`src/rtl/stable_priority_queue_defines.svh`:
```
// Assertion macros shared by the stable priority queue RTL.
// Each macro expects clk_i and rst_ni to be visible at the point of use.
`ifndef STABLE_PRIORITY_QUEUE_DEFINES_SVH
`define STABLE_PRIORITY_QUEUE_DEFINES_SVH

// Checks that a condition holds at every clock edge outside reset.
`define SPQ_ASSERT_ALWAYS(lbl, cond, msg) \
  lbl: assert property (@(posedge clk_i) disable iff (!rst_ni) (cond)) else $error(msg);

// Checks that a condition in one cycle implies another in the next cycle.
`define SPQ_ASSERT_NEXT(lbl, ante, cons, msg) \
  lbl: assert property (@(posedge clk_i) disable iff (!rst_ni) (ante) |=> (cons)) \
    else $error(msg);

`endif

```
`src/rtl/spq_pkg.sv`:
```
// Shared types and constants of the stable priority queue.
// No dependencies; imported by the interfaces, the controller, the datapath and the top module.
package spq_pkg;

  // Number of priority levels and the width of a level code.
  localparam int unsigned NumLevels = 3;
  localparam int unsigned LvlW      = 2;
  localparam int unsigned OccW      = 8;

  // Least urgent level; an urgency of three is folded onto it.
  localparam logic [LvlW-1:0] LvlLeast = 2'd2;

  typedef enum logic {
    ACT_INSERT = 1'b0,
    ACT_REMOVE = 1'b1
  } action_e;

  typedef enum logic [1:0] {
    ST_INSERTED = 2'd0,
    ST_REMOVED  = 2'd1,
    ST_EMPTY    = 2'd2,
    ST_FULL     = 2'd3
  } status_e;

  typedef enum logic [1:0] {
    S_IDLE   = 2'd0,
    S_DECIDE = 2'd1,
    S_READ   = 2'd2,
    S_RESULT = 2'd3
  } ctrl_state_e;

  // Commands from the controller to the datapath.
  typedef struct packed {
    logic    capture;
    logic    push;
    logic    pop;
    logic    load_result;
    status_e result_code;
  } cmd_t;

  // Status from the datapath to the controller.
  typedef struct packed {
    logic is_remove;
    logic full;
    logic empty;
  } sts_t;

endpackage

```
`src/rtl/spq_ctrl.sv`:
```
// Controller of the stable priority queue: sequences one request at a time.
// Depends on spq_pkg for the state, command and status types.
module spq_ctrl import spq_pkg::*; (
  input  logic clk_i,
  input  logic rst_ni,
  input  logic in_valid_i,
  output logic in_ready_o,
  output logic out_valid_o,
  input  logic out_ready_i,
  output cmd_t cmd_o,
  input  sts_t sts_i
);

  ctrl_state_e state_q, state_d;
  status_e     code_q, code_d;
  logic        out_valid_q, out_valid_d;

  // State, result code and response valid registers.
  always_ff @(posedge clk_i or negedge rst_ni) begin
    if (!rst_ni) begin
      state_q     <= S_IDLE;
      code_q      <= ST_INSERTED;
      out_valid_q <= 1'b0;
    end else begin
      state_q     <= state_d;
      code_q      <= code_d;
      out_valid_q <= out_valid_d;
    end
  end

  // Next state and commands.
  always_comb begin
    state_d           = state_q;
    code_d            = code_q;
    in_ready_o        = 1'b0;
    cmd_o             = '0;
    cmd_o.result_code = code_q;
    unique case (state_q)
      S_IDLE: begin
        in_ready_o = 1'b1;
        if (in_valid_i) begin
          cmd_o.capture = 1'b1;
          state_d       = S_DECIDE;
        end
      end
      S_DECIDE: begin
        state_d = S_RESULT;
        if (!sts_i.is_remove) begin
          if (sts_i.full) begin
            code_d = ST_FULL;
          end else begin
            code_d     = ST_INSERTED;
            cmd_o.push = 1'b1;
          end
        end else if (sts_i.empty) begin
          code_d = ST_EMPTY;
        end else begin
          code_d    = ST_REMOVED;
          cmd_o.pop = 1'b1;
          state_d   = S_READ;
        end
      end
      S_READ: begin
        // The RAM registered the head entry at the end of the decide step;
        // this step only waits before the result is loaded.
        state_d = S_RESULT;
      end
      S_RESULT: begin
        if (!out_valid_q || out_ready_i) begin
          cmd_o.load_result = 1'b1;
          state_d           = S_IDLE;
        end
      end
      default: state_d = S_IDLE;
    endcase
  end

  // The response register fills on a load and drains on a taken beat.
  always_comb begin
    out_valid_d = out_valid_q;
    if (cmd_o.load_result) begin
      out_valid_d = 1'b1;
    end else if (out_ready_i) begin
      out_valid_d = 1'b0;
    end
  end

  assign out_valid_o = out_valid_q;

endmodule

```
`config.mk`:
```
export PLATFORM = sky130hd
export DESIGN_NAME = spq_ctrl
export DESIGN_NICKNAME = d
export VERILOG_FILES = /design/src/rtl/stable_priority_queue_defines.svh /design/src/rtl/spq_pkg.sv /design/src/rtl/spq_ctrl.sv
export SDC_FILE = /design/constraint.sdc
export NUM_CORES = 1
export LEC_CHECK = 0
export ABC_AREA = 1
export BUFFER_PORTS_ARGS = -buffer_cell sky130_fd_sc_hd__buf_4
export CORE_AREA = 2 2 39 41
export CTS_CLUSTER_SIZE = 12
export DETAILED_ROUTE_END_ITERATION = 8
export DIE_AREA = 0 0 41 43
export PLACE_DENSITY = 0.47
export SETUP_SLACK_MARGIN = 0.05
export SLEW_MARGIN = 20
export SYNTH_ARGS = -nofsm -noshare
export SYNTH_HDL_FRONTEND = slang
export SYNTH_SLANG_ARGS = --single-unit
```
`constraint.sdc`:
```
create_clock -name clk_i -period 1.41 [get_ports clk_i]
set_input_delay 0.2115 -clock clk_i [delete_from_list [all_inputs] [get_ports clk_i]]
set_output_delay 0.2115 -clock clk_i [all_outputs]
set_load 0.05 [all_outputs]
```
# Yosys cells after proc, flatten, opt, wreduce, memory -nomap -nowiden
# Cells that the tools add are included.
word_totals:
  register_bits: 5
  output_inout_bits: 8
  elab_cells: 33
op_classes:
  n_eq_ne: 5
  n_mux: 20
  reduce_logical: 5
op_table:
  columns: ["op", "n"]
  rows:
  - ["two-way mux 1 bit", 13]
  - ["two-way mux 2 bit", 6]
  - ["one-hot mux 2 bit (4 select lines)", 1]
  - ["equality test 2 bit (second input constant)", 2]
  - ["inequality test 2 bit (second input constant)", 2]
  - ["equality test 2 x 1 -> 1 bit (second input constant)", 1]
  - ["zero test 2 bit", 1]
  - ["AND reduction 2 bit", 1]
  - ["nonzero test 2 bit", 1]
  - ["zero test 1 bit", 1]
  - ["logical OR 1 bit", 1]

# Logic depth before layout (Yosys ltp)
depth:
  ltp_word: 5
  ltp_mapped: 6

# Worst setup path before layout
# Ideal clock, no wire load.
synth_timing:
  path_kind: "register to output"
  startpoint: "register state_q[1]"
  endpoint: "output port cmd_o[3] in the netlist's numbering"
  slack_ns: -0.191
  path_stages_with_launch: 5
  t_arrival_ns: 1.389
  cell_sequence: "dfrtp_1 inv_1 ha_1 inv_1 nor2_1"
synth_rtl:
  columns: ["item", "line", "text"]
  rows:
  - ["from (decl)", "spq_ctrl.sv:14", "ctrl_state_e state_q, state_d;"]
  - ["from (signal assigned)", "spq_ctrl.sv:25", "state_q <= state_d;"]
  - ["to (decl)", "spq_ctrl.sv:10", "output cmd_t cmd_o,"]

==> results.txt <==
----------------------------------------------------
[Drt]
  Drt wl/cell ... approximately 8.7 um
  Detailed-route via count ... approximately 340
  Avg Vias per Cell ... 4.15
  Router iterations before antenna repair ... 3
  Detailed Route Iter0 Violations ... 3
  Final WL ... 703 um
  Number of design rule violations left after detail routing ... 0
  Antenna Nets Post-Route ... 0

[Power]
  Pwr dens ... approximately 2600 mW/mm2
  Peak supply drop ... 1.23 mV
  Final total power ... about 1.5 mW
  Leak pwr ... ~0.30 nW

[STA]
  Final worst slack ... -38.0 ps
  Period Utilization, post-route ... 1.03
  Post-Route Setup TNS ... -71.0 ps
  Slew at the pin closest to its max-slew limit ... approximately 160 ps
  Final min period ... between 1000 and 1500 ps
  Final setup skew ... 1.99 ps
  Pins Over Slew Limit ... 0
  Relative slew slack ... 0.894
  Unrepaired setup endpoints after global routing ... yes
  Final Hold Fails ... 0
  Maximum clock rate ... between 0.6 and 0.7 GHz
  Setup-failing EPs final ... 2

[Global route]
  Number of global-route vias before repair ... 329
  Total grt overflow ... 0
  All-layer global routing usage ... 0.103
  Number of antenna violations at the first check in global routing ... 0
  First-pass GRT wire length ... about 1.2 mm
  Largest net degree at the start of global routing ... 6

[Finish]
  Multi-input gate area ... approximately 200 um2
  Fraction of final layout cells sized beyond drive strength 1 ... 0.600
  Count of nets after finishing ... between 70 and 80
  Area growth from synthesis to layout ... 80.5%
  Number of inserted diodes ... 0
  Finished Layout Cells ... between 80 and 90
  Final-layout fill cell count ... 153
  Sequential cell area in the final layout ... 126 um2

[Logic synthesis]
  Post-synthesis cell area ... 328 um2
  Library cells used by synthesis ... 12
  Post-Syn Area per Cell ... 7.81 um2
  Number of synthesized register bits ... 5
  Warnings, synthesis ... 0
  Sequential element share of the synthesized area ... 0.382
  Number of standard cells after synthesis ... between 40 and 50
  Net count of the mapped netlist ... 52

[Worst setup path]
  Critical Path End ... cmd_o[5]
  R2r startpoint ... state_q[0]
  Biggest fanout along the worst timing path ... 4
  CP Class ... reg2out
  Kind of launch point of the worst setup path ... flip-flop
  Type of destination of the critical path ... output port
  Required time reported for the critical path endpoint ... 1200 ps
  Crit. Startpoint ... state_q[0]
  Slack of the worst reg-to-reg path ... approximately 270 ps
  Arrival time of data at the critical path endpoint ... ~1200 ps
  Worst reg2reg path depth ... 6
  Reg-to-Reg End ... state_q[0]

[Clock network]
  Maximum clock insertion buffer count ... 2
  H-tree depth ... 1
  Clock sink total ... 5
  CTS Buf Count ... 3
  Clock tree from TritonCTS ... done
  Cell at the root of the clock tree ... sky130_fd_sc_hd__clkbuf_4
  Worst skew pair latency ... ~240 ps
  Clock input transition at the sequential cells of the worst setup and hold paths ... approximately 40 ps

[Job]
  Max Cap Viol ... 0

[Run status]
  Failing checks ... setup timing
  Status ... finished, violations left

[Placed design]
  RD Place Congestion ... a little over 0.7
  Post-detail-place hpwl ... approximately 530 um
  Port-buffer cells ... 14
  Cells after DPL ... approximately 70

[Die]
  Die Y ... 43 um
  Row count ... 14
  Initial standard-cell utilization of the core ... 0.237
  Core area ... around 0.0014 mm2
  X dimension of the die ... roughly 40 um
  IO Pins ... 15
  Floorplan die area ... approximately 0.0018 mm2

[Worst hold path]
  HP Class ... in2reg

----------------------------------------------------
routing by layer:
layer | share of wire | wire length [um] | GRT usage | vias up
li1 | - | - | - | 174
met1 | 0.39 | 273 | 0.106 | 156
met2 | 0.57 | 398 | 0.163 | 6
met3 | 0.044 | 31 | 0.0471 | 0
met4 | 0 | 0 | 0.0600 | 0
met5 | 0 | 0 | 0 | -
layout by cell type (no fill, tap or decap):
master / netlist / final
sky130_fd_sc_hd__buf_4: 1 / 14
sky130_fd_sc_hd__nand2_1: 10 / 9
sky130_fd_sc_hd__inv_1: 9 / 4
sky130_fd_sc_hd__dfrtp_1: 5 / 4
sky130_fd_sc_hd__buf_6: 0 / 4
sky130_fd_sc_hd__inv_2: 0 / 3
sky130_fd_sc_hd__nand2_2: 2 / 3
sky130_fd_sc_hd__clkbuf_4: 0 / 3
sky130_fd_sc_hd__nand3_2: 2 / 2
sky130_fd_sc_hd__nand3_1: 2 / 2
sky130_fd_sc_hd__a21oi_1: 3 / 2
sky130_fd_sc_hd__nor2_1: 3 / 2
sky130_fd_sc_hd__ha_4: 0 / 2
sky130_fd_sc_hd__inv_4: 0 / 1
sky130_fd_sc_hd__nor2_2: 0 / 1
sky130_fd_sc_hd__nor3_4: 0 / 1
sky130_fd_sc_hd__a21oi_2: 0 / 1
sky130_fd_sc_hd__clkinvlp_4: 0 / 1
sky130_fd_sc_hd__o21bai_1: 1 / 1
sky130_fd_sc_hd__ha_2: 0 / 1
sky130_fd_sc_hd__clkbuf_1: 0 / 1
sky130_fd_sc_hd__dlygate4sd3_1: 0 / 1
sky130_fd_sc_hd__buf_8: 0 / 1
sky130_fd_sc_hd__dfrtp_2: 0 / 1
cell usage after synthesis, drive strengths merged:
cell type,instances,area [um2]
nand3,4,30.0
dfrtp,5,125
nor2,3,11.3
o21bai,1,7.51
buf,1,7.51
a21oi,3,15.0
nor3,1,10.0
nand2,12,50.1
ha,3,37.5
inv,9,33.8
cell families after synthesis:
family | count (synthesis) | share of synthesized area
adder cells (fa/ha/maj) | 3 | 0.115
AND/OR/NAND/NOR | 20 | 0.309
AO/OA/AOI/OAI | 4 | 0.0687
buffers and inverters | 10 | 0.126
flip-flops | 5 | 0.382
worst max-delay path: stages (launching register included):
cell                         delay, ps
sky130_fd_sc_hd__dfrtp_2           450
sky130_fd_sc_hd__inv_2              60
sky130_fd_sc_hd__ha_2              210
sky130_fd_sc_hd__nand2_2            70
sky130_fd_sc_hd__clkinvlp_4         70
sky130_fd_sc_hd__buf_8             130
power by group:
| group | total [mW] | switching, mW | internal [mW] |
|---|---|---|---|
| Clock | 0.160 | 0.0534 | 0.107 |
| Combinational | 1.06 | 0.630 | 0.427 |
| Sequential | 0.303 | 0.0789 | 0.224 |
area by class of cell:
class	count	share of cell area
Tap cell	16	0.0338
Clock buffer	4	0.0444
Multi-Input combinational cell	27	0.345
Timing Repair Buffer	20	0.296
Inverter	9	0.0677
Sequential cell	5	0.214
per-stage QoR:
step / hold slack (ps) / setup slack, ps / instance area [um2] / util
CTS: 252 / -43.3 / 586 / 0.423
finish: 254 / -38.0 / 592 / 0.428
floorplan: -84.1 / 18.0 / 345 / -
global route: 272 / -114 / 592 / 0.428
detailed placement: 16.5 / 90.6 / 463 / 0.335
global placement: 15.8 / 95.1 / 463 / 0.335
repair_timing:
| item | in CTS | in global routing |
|---|---|---|
| setup endpoints to repair | 5 | 5 |
| resized for setup | 13 | 2 |
| pin swaps | 3 | 1 |
| hold buffers | 1 | 0 |
| endpoints found under the hold margin | 5 | 0 |
| setup buffers | 5 | 0 |
worst min path at each step:
stage | end | cells after the start | start | slack [ps]
after detailed placement | out_valid_o | 1 | rst_ni | 20
after floorplan | code_q[0] | 0 | rst_ni | -80
after CTS | out_valid_o | 4 | out_ready_i | 250
after global placement | code_q[0] | 1 | rst_ni | 20
final | out_valid_o | 4 | out_ready_i | 250
after global routing | code_q[0] | 3 | sts_i[1] | 270
sequential cells by signal, summed over array words and instances (netlist names):
register and flops:
state_q 2, code_q 2, out_valid_o 1
No activity file was read; power rests on OpenSTA's default activity.
